===== config.mk =====
export PLATFORM = sky130hd
export DESIGN_NAME = hybrid_delta_varint_encoder
export DESIGN_NICKNAME = d
export VERILOG_FILES = /design/src/hdl/hdve_pkg.sv /design/src/hdl/hdve_csr.sv /design/src/hdl/hdve_mac.sv /design/src/hdl/hdve_ser.sv /design/src/hdl/hybrid_delta_varint_encoder.sv
export SDC_FILE = /design/constraint.sdc
export NUM_CORES = 2
export LEC_CHECK = 0
export BUFFER_PORTS_ARGS = -buffer_cell sky130_fd_sc_hd__clkbuf_2
export CAP_MARGIN = 20
export CELL_PAD_IN_SITES_DETAIL_PLACEMENT = 1
export CELL_PAD_IN_SITES_GLOBAL_PLACEMENT = 2
export CORE_ASPECT_RATIO = 1.5
export CORE_MARGIN = 10
export CORE_UTILIZATION = 40
export DETAILED_ROUTE_END_ITERATION = 16
export MAX_ROUTING_LAYER = met4
export PLACE_DENSITY_LB_ADDON = 0.1
export SLEW_MARGIN = 20
export SYNTH_ARGS = -nofsm -noshare
export SYNTH_HDL_FRONTEND = slang
export SYNTH_HIERARCHICAL = 1
export SYNTH_SLANG_ARGS = --single-unit

===== constraint.sdc =====
create_clock -name clock -period 38.8 [get_ports clock]
set_clock_uncertainty 0.1 [all_clocks]
set_input_delay 11.64 -clock clock [delete_from_list [all_inputs] [get_ports clock]]
set_output_delay 11.64 -clock clock [all_outputs]
set_load 0.02 [all_outputs]

===== src/hdl/hdve_pkg.sv =====
// Package for the hybrid delta varint encoder.
// Holds widths, register indexes and shared types; no dependencies.
package hdve_pkg;

   localparam int VALUE_BITS     = 48;
   localparam int COEF_FRAC_BITS = 14;
   localparam int COEF_BITS      = 16;
   localparam int RES_BITS       = (VALUE_BITS + 2 > 56) ? 56 : VALUE_BITS + 2;
   localparam int ACC_BITS       = VALUE_BITS + COEF_BITS + 1;
   localparam int MAC_PRED_BITS  = ACC_BITS - COEF_FRAC_BITS;
   localparam int PRED_BITS      = (MAC_PRED_BITS > VALUE_BITS) ? MAC_PRED_BITS : VALUE_BITS;
   localparam int DIFF_BITS      = (PRED_BITS + 1 > RES_BITS) ? PRED_BITS + 1 : RES_BITS;
   localparam int SUM_BITS       = ((PRED_BITS > RES_BITS) ? PRED_BITS : RES_BITS) + 1;
   localparam int SHIFT_BITS     = 64;
   localparam int RAW_BYTES      = SHIFT_BITS / 8;
   localparam int ADDR_BITS      = 4;
   localparam int DATA_BITS      = 32;

   localparam logic [1:0] REG_MODE  = 2'd0;
   localparam logic [1:0] REG_ALPHA = 2'd1;
   localparam logic [1:0] REG_BETA  = 2'd2;

   localparam logic [COEF_BITS-1:0] ALPHA_RESET = COEF_BITS'(16384);
   localparam logic [COEF_BITS-1:0] BETA_RESET  = '0;

   localparam logic [7:0] GROUP_MASK = 8'h7F;
   localparam logic [7:0] CONT_BIT   = 8'h80;

   typedef logic signed [VALUE_BITS-1:0]    value_type;
   typedef logic signed [COEF_BITS-1:0]     coef_type;
   typedef logic signed [MAC_PRED_BITS-1:0] mac_pred_type;

   typedef struct packed {
      logic     mode;
      coef_type alpha;
      coef_type beta;
   } cfg_type;

   typedef struct packed {
      logic                  valid;
      logic                  raw;
      logic [SHIFT_BITS-1:0] data;
   } ser_load_type;

endpackage


===== src/hdl/hdve_csr.sv =====
// Configuration registers of the hybrid delta varint encoder.
// APB-style write and read port; depends on hdve_pkg.
module hdve_csr (
   input  logic                           clock,
   input  logic                           reset,
   input  logic                           psel,
   input  logic                           penable,
   input  logic                           pwrite,
   input  logic [hdve_pkg::ADDR_BITS-1:0] paddr,
   input  logic [hdve_pkg::DATA_BITS-1:0] pwdata,
   output logic [hdve_pkg::DATA_BITS-1:0] prdata,
   output logic                           pready,
   output hdve_pkg::cfg_type              cfg
);
   import hdve_pkg::*;

   logic     mode_ff, mode_in;
   coef_type alpha_ff, alpha_in;
   coef_type beta_ff, beta_in;
   logic     wr_en;

   assign pready = 1'b1;
   assign wr_en  = psel & penable & pwrite;

   always_comb begin
      mode_in  = mode_ff;
      alpha_in = alpha_ff;
      beta_in  = beta_ff;
      if (wr_en) begin
         unique case (paddr[3:2])
            REG_MODE:  mode_in  = pwdata[0];
            REG_ALPHA: alpha_in = pwdata[COEF_BITS-1:0];
            REG_BETA:  beta_in  = pwdata[COEF_BITS-1:0];
            default:   ;
         endcase
      end
   end

   always_comb begin
      unique case (paddr[3:2])
         REG_MODE:  prdata = DATA_BITS'(mode_ff);
         REG_ALPHA: prdata = DATA_BITS'(alpha_ff);
         REG_BETA:  prdata = DATA_BITS'(beta_ff);
         default:   prdata = '0;
      endcase
   end

   always_ff @(posedge clock) begin
      if (reset) begin
         mode_ff  <= 1'b0;
         alpha_ff <= ALPHA_RESET;
         beta_ff  <= BETA_RESET;
      end else begin
         mode_ff  <= mode_in;
         alpha_ff <= alpha_in;
         beta_ff  <= beta_in;
      end
   end

   assign cfg.mode  = mode_ff;
   assign cfg.alpha = alpha_ff;
   assign cfg.beta  = beta_ff;

endmodule


===== src/hdl/hdve_mac.sv =====
// Bit-serial multiply-accumulate for the hybrid prediction.
// One coefficient bit per cycle, MSB first, then a rounding step; uses hdve_pkg.
module hdve_mac (
   input  logic                   clock,
   input  logic                   reset,
   input  logic                   start,
   input  hdve_pkg::value_type    recon,
   input  hdve_pkg::value_type    pfv,
   input  hdve_pkg::coef_type     alpha,
   input  hdve_pkg::coef_type     beta,
   output logic                   done,
   output hdve_pkg::mac_pred_type pred
);
   import hdve_pkg::*;

   localparam int CNT_BITS = $clog2(COEF_BITS + 1);
   localparam logic [CNT_BITS-1:0] LAST_CNT = CNT_BITS'(COEF_BITS);
   localparam logic signed [ACC_BITS-1:0] ROUND = ACC_BITS'(1) <<< (COEF_FRAC_BITS - 1);

   logic                       busy_ff, busy_in;
   logic                       done_ff, done_in;
   logic [CNT_BITS-1:0]        cnt_ff, cnt_in;
   logic signed [ACC_BITS-1:0] acc_ff, acc_in;
   value_type                  xa_ff, xa_in;
   value_type                  xb_ff, xb_in;
   logic [COEF_BITS-1:0]       ca_ff, ca_in;
   logic [COEF_BITS-1:0]       cb_ff, cb_in;
   logic signed [ACC_BITS-1:0] ext_a, ext_b, term_a, term_b;
   logic                       msb_step;

   assign ext_a    = ACC_BITS'(xa_ff);
   assign ext_b    = ACC_BITS'(xb_ff);
   assign msb_step = (cnt_ff == '0);

   always_comb begin
      term_a = '0;
      term_b = '0;
      if (ca_ff[COEF_BITS-1]) begin
         term_a = msb_step ? -ext_a : ext_a;
      end
      if (cb_ff[COEF_BITS-1]) begin
         term_b = msb_step ? -ext_b : ext_b;
      end
   end

   always_comb begin
      busy_in = busy_ff;
      done_in = 1'b0;
      cnt_in  = cnt_ff;
      acc_in  = acc_ff;
      xa_in   = xa_ff;
      xb_in   = xb_ff;
      ca_in   = ca_ff;
      cb_in   = cb_ff;
      priority if (start) begin
         busy_in = 1'b1;
         cnt_in  = '0;
         acc_in  = '0;
         xa_in   = recon;
         xb_in   = pfv;
         ca_in   = alpha;
         cb_in   = beta;
      end else if (busy_ff && cnt_ff == LAST_CNT) begin
         acc_in  = acc_ff + ROUND;
         busy_in = 1'b0;
         done_in = 1'b1;
      end else if (busy_ff) begin
         acc_in = (acc_ff <<< 1) + term_a + term_b;
         ca_in  = ca_ff << 1;
         cb_in  = cb_ff << 1;
         cnt_in = cnt_ff + 1'b1;
      end
   end

   always_ff @(posedge clock) begin
      if (reset) begin
         busy_ff <= 1'b0;
         done_ff <= 1'b0;
         cnt_ff  <= '0;
      end else begin
         busy_ff <= busy_in;
         done_ff <= done_in;
         cnt_ff  <= cnt_in;
      end
   end

   always_ff @(posedge clock) begin
      acc_ff <= acc_in;
      xa_ff  <= xa_in;
      xb_ff  <= xb_in;
      ca_ff  <= ca_in;
      cb_ff  <= cb_in;
   end

   assign done = done_ff;
   assign pred = acc_ff[ACC_BITS-1:COEF_FRAC_BITS];

endmodule


===== src/hdl/hdve_ser.sv =====
// Byte serializer with output register for the encoder; uses hdve_pkg.
// Shifts out raw bytes or 7-bit varint groups, one per cycle while not stalled.
module hdve_ser (
   input  logic                   clock,
   input  logic                   reset,
   input  hdve_pkg::ser_load_type load,
   output logic                   busy,
   output logic                   rsp_valid,
   input  logic                   rsp_stall,
   output logic [7:0]             rsp_out_byte,
   output logic                   rsp_last_byte
);
   import hdve_pkg::*;

   localparam int CNT_BITS = $clog2(RAW_BYTES);
   localparam logic [CNT_BITS-1:0] LAST_RAW = CNT_BITS'(RAW_BYTES - 1);

   logic [SHIFT_BITS-1:0] sr_ff, sr_in;
   logic                  raw_ff, raw_in;
   logic [CNT_BITS-1:0]   cnt_ff, cnt_in;
   logic                  active_ff, active_in;
   logic                  valid_ff, valid_in;
   logic [7:0]            byte_ff, byte_in;
   logic                  last_ff, last_in;
   logic                  take, more, cur_last;
   logic [7:0]            cur_byte;

   assign take = !valid_ff || !rsp_stall;
   assign more = |sr_ff[SHIFT_BITS-1:7];

   always_comb begin
      if (raw_ff) begin
         cur_byte = sr_ff[7:0];
         cur_last = (cnt_ff == LAST_RAW);
      end else begin
         cur_byte = (sr_ff[7:0] & GROUP_MASK) | (more ? CONT_BIT : 8'h00);
         cur_last = !more;
      end
   end

   always_comb begin
      sr_in     = sr_ff;
      raw_in    = raw_ff;
      cnt_in    = cnt_ff;
      active_in = active_ff;
      valid_in  = valid_ff;
      byte_in   = byte_ff;
      last_in   = last_ff;
      if (take) begin
         valid_in = 1'b0;
      end
      priority if (load.valid && !active_ff) begin
         sr_in     = load.data;
         raw_in    = load.raw;
         cnt_in    = '0;
         active_in = 1'b1;
      end else if (active_ff && take) begin
         valid_in = 1'b1;
         byte_in  = cur_byte;
         last_in  = cur_last;
         sr_in    = raw_ff ? (sr_ff >> 8) : (sr_ff >> 7);
         cnt_in   = cnt_ff + 1'b1;
         if (cur_last) begin
            active_in = 1'b0;
         end
      end
   end

   always_ff @(posedge clock) begin
      if (reset) begin
         active_ff <= 1'b0;
         valid_ff  <= 1'b0;
         cnt_ff    <= '0;
      end else begin
         active_ff <= active_in;
         valid_ff  <= valid_in;
         cnt_ff    <= cnt_in;
      end
   end

   always_ff @(posedge clock) begin
      sr_ff   <= sr_in;
      raw_ff  <= raw_in;
      byte_ff <= byte_in;
      last_ff <= last_in;
   end

   assign busy          = active_ff;
   assign rsp_valid     = valid_ff;
   assign rsp_out_byte  = byte_ff;
   assign rsp_last_byte = last_ff;

endmodule


===== src/hdl/hybrid_delta_varint_encoder.sv =====
// Top level of the hybrid delta varint encoder: sequencer, residual and reconstruction.
// Path: ST_LOAD for raw keyframe bytes, ST_DIFF and ST_LOAD for a delta, ST_MUL before
// them for a hybrid later element (16-step bit-serial MAC, rounding step, done handoff).
// Throughput: one byte per cycle unless rsp_stall holds it, 1 to 8 bytes per item; the next
// item's prediction runs while the previous item's bytes drain from the serializer.
// Reset: synchronous; clears the sequencer, the serializer and the reconstruction to zero.
module hybrid_delta_varint_encoder (
   input  logic                           clock,
   input  logic                           reset,
   input  logic                           psel,
   input  logic                           penable,
   input  logic                           pwrite,
   input  logic [hdve_pkg::ADDR_BITS-1:0] paddr,
   input  logic [hdve_pkg::DATA_BITS-1:0] pwdata,
   output logic [hdve_pkg::DATA_BITS-1:0] prdata,
   output logic                           pready,
   input  logic                           req_valid,
   output logic                           req_stall,
   input  hdve_pkg::value_type            req_cur_value,
   input  hdve_pkg::value_type            req_prev_frame_value,
   input  logic                           req_first_of_run,
   output logic                           rsp_valid,
   input  logic                           rsp_stall,
   output logic [7:0]                     rsp_out_byte,
   output logic                           rsp_last_byte
);
   import hdve_pkg::*;

   localparam logic [1:0] ST_IDLE = 2'd0;
   localparam logic [1:0] ST_MUL  = 2'd1;
   localparam logic [1:0] ST_DIFF = 2'd2;
   localparam logic [1:0] ST_LOAD = 2'd3;

   localparam logic [1:0] PSRC_RECON = 2'd0;
   localparam logic [1:0] PSRC_PFV   = 2'd1;
   localparam logic [1:0] PSRC_MAC   = 2'd2;

   cfg_type                     cfg;
   ser_load_type                ser_load;
   logic                        ser_busy;
   logic                        mac_start, mac_done;
   mac_pred_type                mac_pred;
   logic                        accept;

   logic [1:0]                  state_ff, state_in;
   logic [1:0]                  psrc_ff, psrc_in;
   logic                        raw_ff, raw_in;
   value_type                   cur_ff, cur_in;
   value_type                   pfv_ff, pfv_in;
   value_type                   recon_ff, recon_in;
   logic signed [PRED_BITS-1:0] pred_ff, pred_in;
   logic signed [RES_BITS-1:0]  res_ff, res_in;

   logic signed [PRED_BITS-1:0] pred_sel;
   logic signed [DIFF_BITS-1:0] diff;
   logic signed [SUM_BITS-1:0]  sum;
   logic                        diff_ovf, sum_ovf;
   value_type                   sum_sat;
   logic [RES_BITS-1:0]         zz;

   hdve_csr u_csr (
      .clock   (clock),
      .reset   (reset),
      .psel    (psel),
      .penable (penable),
      .pwrite  (pwrite),
      .paddr   (paddr),
      .pwdata  (pwdata),
      .prdata  (prdata),
      .pready  (pready),
      .cfg     (cfg)
   );

   hdve_mac u_mac (
      .clock (clock),
      .reset (reset),
      .start (mac_start),
      .recon (recon_ff),
      .pfv   (req_prev_frame_value),
      .alpha (cfg.alpha),
      .beta  (cfg.beta),
      .done  (mac_done),
      .pred  (mac_pred)
   );

   hdve_ser u_ser (
      .clock         (clock),
      .reset         (reset),
      .load          (ser_load),
      .busy          (ser_busy),
      .rsp_valid     (rsp_valid),
      .rsp_stall     (rsp_stall),
      .rsp_out_byte  (rsp_out_byte),
      .rsp_last_byte (rsp_last_byte)
   );

   assign req_stall = reset || (state_ff != ST_IDLE);
   assign accept    = req_valid && !req_stall;
   assign mac_start = accept && cfg.mode && !req_first_of_run;

   always_comb begin
      unique case (psrc_ff)
         PSRC_RECON: pred_sel = PRED_BITS'(recon_ff);
         PSRC_PFV:   pred_sel = PRED_BITS'(pfv_ff);
         PSRC_MAC:   pred_sel = PRED_BITS'(mac_pred);
         default:    pred_sel = PRED_BITS'(recon_ff);
      endcase
   end

   assign diff     = DIFF_BITS'(cur_ff) - DIFF_BITS'(pred_sel);
   assign diff_ovf = diff[DIFF_BITS-1:RES_BITS-1]
                     != {(DIFF_BITS - RES_BITS + 1){diff[DIFF_BITS-1]}};

   assign sum     = SUM_BITS'(pred_ff) + SUM_BITS'(res_ff);
   assign sum_ovf = sum[SUM_BITS-1:VALUE_BITS-1]
                    != {(SUM_BITS - VALUE_BITS + 1){sum[SUM_BITS-1]}};
   assign sum_sat = sum_ovf ? {sum[SUM_BITS-1], {(VALUE_BITS - 1){~sum[SUM_BITS-1]}}}
                            : sum[VALUE_BITS-1:0];

   assign zz = {res_ff[RES_BITS-2:0], 1'b0} ^ {RES_BITS{res_ff[RES_BITS-1]}};

   always_comb begin
      state_in       = state_ff;
      psrc_in        = psrc_ff;
      raw_in         = raw_ff;
      cur_in         = cur_ff;
      pfv_in         = pfv_ff;
      recon_in       = recon_ff;
      pred_in        = pred_ff;
      res_in         = res_ff;
      ser_load.valid = 1'b0;
      ser_load.raw   = raw_ff;
      ser_load.data  = raw_ff ? SHIFT_BITS'(cur_ff) : SHIFT_BITS'(zz);
      unique case (state_ff)
         ST_IDLE: begin
            if (accept) begin
               cur_in = req_cur_value;
               pfv_in = req_prev_frame_value;
               raw_in = !cfg.mode && req_first_of_run;
               priority if (!cfg.mode) begin
                  psrc_in = PSRC_RECON;
               end else if (req_first_of_run) begin
                  psrc_in = PSRC_PFV;
               end else begin
                  psrc_in = PSRC_MAC;
               end
               priority if (!cfg.mode && req_first_of_run) begin
                  state_in = ST_LOAD;
               end else if (cfg.mode && !req_first_of_run) begin
                  state_in = ST_MUL;
               end else begin
                  state_in = ST_DIFF;
               end
            end
         end
         ST_MUL: begin
            if (mac_done) begin
               state_in = ST_DIFF;
            end
         end
         ST_DIFF: begin
            pred_in  = pred_sel;
            res_in   = diff_ovf ? {diff[DIFF_BITS-1], {(RES_BITS - 1){~diff[DIFF_BITS-1]}}}
                                : diff[RES_BITS-1:0];
            state_in = ST_LOAD;
         end
         ST_LOAD: begin
            if (!ser_busy) begin
               ser_load.valid = 1'b1;
               recon_in       = raw_ff ? cur_ff : sum_sat;
               state_in       = ST_IDLE;
            end
         end
         default: state_in = ST_IDLE;
      endcase
   end

   always_ff @(posedge clock) begin
      if (reset) begin
         state_ff <= ST_IDLE;
         recon_ff <= '0;
      end else begin
         state_ff <= state_in;
         recon_ff <= recon_in;
      end
   end

   always_ff @(posedge clock) begin
      psrc_ff <= psrc_in;
      raw_ff  <= raw_in;
      cur_ff  <= cur_in;
      pfv_ff  <= pfv_in;
      pred_ff <= pred_in;
      res_ff  <= res_in;
   end

endmodule


==> results.cfg <==
[die]
die_h_um = 403
start_util_pct = 40.2
die_x_um = 275
die-area_um2 = 111000
pin_count = 184
core_area_um2 = 97000
rows = 140

[sta]
setup_viol = 0
setup_ws_ps = 13910
fmax_mhz = 40.2
rsz0062_at_grt = no
fin_tns_setup_ps = 0
final.min_clock_period_ps = 24890
finalHoldViolations = 0
period_share_pct = 64.1
worst_pin_slew_ps = 1100
maxSlewViolCount = 0
slew_headroom_pct = 26.4

[synth]
synth_area_per_cell_um2 = 9.59
synth_top_family_by_area = compound AO/OA/AOI/OAI gates
synth-edff-count = 402
synthSimpleGateAreaFrac_pct = 16.9
ys_top_cells_by_count = edfxtp_1, nor2_1, nand2_1
synth_xor_area_share_pct = 7.42
synth_compound_area_share_pct = 17.8
synth_area_leaders = edfxtp_1, dfxtp_1, ha_1
synth_ff_type = edfxtp_1
synth-async-reset-ratio_pct = 0
synth_most_common_cell = edfxtp_1
ys_warn_count = 6
synth_top_area_share_pct = 30.9
synth_fp_nets = 4447
syn_inst = 4070
synth.area.mux_share_pct = 4.70
yosysUniqueCellTypes = 115
ys_ff_latch = 562
seq_area_frac_synth_pct = 39.1
synth.largest_area_cell = edfxtp_1
synthAdderAreaFrac_pct = 9.28
syn_area_um2 = 39000

[clock_network]
hold_buffers = 0
cts_repair_resize_count = 0
cts-root-buf = clkbuf_16
clock_latency_ps = 670
cts.sinks = 562
cts.path.max_buffers = 3
cts_max_level = 2
cts.clk_slew.worst_paths_ps = 60
cts_made_buffers = 60
cts_tree = yes
post_cts_buffers = 0

[critical_path]
path_max_fanout = 17
worstPathRequired_ps = 27060
crit_type = primary input to output port
crit_arrival_ps = 13150
cp-start-kind = primary input
endpoint_kind = output port

[global_routing]
grt_pass1_vias = 33308
busiest_layer = met2
grt_max_degree = 95
use_met1_pct = 28.6
grt_use_met2_pct = 48.0
grt_use_total_pct = 26.0
overflow = 0
grt_pass1_wl_um = 212000
grtUsageMet3_pct = 2.31
antenna_found_initial = 2

[route]
drcViolationCount = 0
totalWireLength_um = 142000
vias_per_cell = 5.78
dr_total_vias = 31059
drtIter0Drc = 1547
final_antenna_net_count = 0
wl_per_cell_um = 26.5
drt_pass1_iterations = 5

[finish]
area_growth_pct = 8.95
nFillCells = 11010
layout-drive-gt1-share_pct = 10.8
finalNetCount = 4423

[power]
power_leakage_nw = 15.8
power_density_nw_per_um2 = 67.9
ir_drop_mv = 0.0462

[run]
cap_violations = 0

[placement]
place_hpwl_um = 110000
place.gp.congestion = 0.925
portBuffers = 164
pre_cts_slack_ps = 13850

[run_status]
status = complete, no violations

[hold_path]
worstHoldPathType = flip-flop to flip-flop
==> where the power goes <==
| part | total [mW] | switching, mW | internal, mW |
|---|---|---|---|
| registers | 0.898 | 0.108 | 0.790 |
| clock network | 0.640 | 0.275 | 0.365 |
| logic | 1.35 | 0.876 | 0.473 |
| total | 2.89 | 1.26 | 1.63 |
==> kinds of logic (layout without fill, tap and decap cells) <==
family	count (synthesis)	count (layout)
flip-flops	562	562
buffers and inverters	401	429
multiplexers	178	178
AO/OA/AOI/OAI	1054	1054
adder cells (fa/ha/maj)	253	253
AND/OR/NAND/NOR	1292	1292
XOR/XNOR	329	329
other	1	2
==> metrics by stage <==
| stage | utilization [%] | hold WS (ps) | cells | cell area [um^2] | total power, mW |
|---|---|---|---|---|---|
| after CTS | 43.8 | 331 | 5376 | 42500 | 2.90 |
| after global routing | 43.8 | 337 | 5377 | 42500 | 3.05 |
| final | 43.8 | 331 | 5377 | 42500 | 2.89 |
| after global placement | 41.6 | 306 | 5262 | 40400 | 2.24 |
| after floorplan | - | 300 | 4070 | 39000 | 1.82 |
| after detailed placement | 41.6 | 316 | 5262 | 40400 | 2.25 |
==> final timing paths <==
path                                               to      startpoint  slack [ps]  cells after the start
worst max-delay path                       prdata[28]        paddr[3]       13910                      4
worst min-delay path            u_ser/rsp_out_byte[2]  u_ser/sr_ff[2]         330                      0
worst max register to register       u_mac/acc_ff[63]  u_mac/xa_ff[2]       31180                     19
worst min register to register  u_ser/rsp_out_byte[2]  u_ser/sr_ff[2]         330                      0
==> registers in the layout (all words and copies together), names as in the netlist, 3 cells and up, named ones only <==
signal and cells:
cur_ff 48, pfv_ff 48, pred_ff 51, recon_ff 48
res_ff 50, u_csr/alpha_ff 16, u_csr/beta_ff 16, u_mac/acc_ff 65
u_mac/ca_ff 16, u_mac/cb_ff 16, u_mac/cnt_ff 5, u_mac/xa_ff 48
u_mac/xb_ff 48, u_ser/cnt_ff 3, u_ser/rsp_out_byte 8, u_ser/sr_ff 64
==> placed cells by master (no fill, tap or decap), types with 18 or more instances in the layout <==
master     netlist  routed
edfxtp_1       402     402
nor2_1         338     336
nand2_1        330     330
a21oi_1        261     261
o21ai_0        229     229
xnor2_1        172     172
ha_1           171     168
clkbuf_2         0     163
dfxtp_1        160     160
xor2_1         155     155
mux2i_1        145     145
inv_1          112     110
and2_1         104     103
a21o_1          80      80
nor2b_1         81      79
nand2b_1        71      71
nand3_1         66      66
fa_1            66      66
nor3_1          65      63
clkbuf_16        0      61
nand4_1         60      60
o21a_1          52      52
a211oi_1        49      49
a22oi_1         41      41
a31oi_1         41      41
buf_4           78      39
a2111oi_0       38      38
o21bai_1        35      35
o31ai_1         34      34
mux2_2          32      32
or3_1           30      30
nor4_1          31      30
and3_1          25      25
o211ai_1        19      19
a21boi_0        18      18
==> layout make-up <==
cell class	count	area, um^2	share of cell area [%]
diodes	1	2.50	0.00588
clock inverters	46	567	1.33
well taps	1278	1600	3.76
clock buffers	68	1560	3.67
inverters	112	423	0.994
flip-flops and latches	562	15300	35.9
multi-input cells	3107	22000	51.7
repair buffers	203	1130	2.65
==> metal layers <==
metal  up-vias  wire [um]
li1      14696          -
met1     15589      56900
met2       556      76100
met3       218       4050
met4         0       5370
met5         -          0
==> worst max-delay path: stages <==
cell      delay (ps)
clkbuf_2         120
and2b_1          570
a22o_1           540
clkbuf_2         260
(Power assumes the default switching activity.)
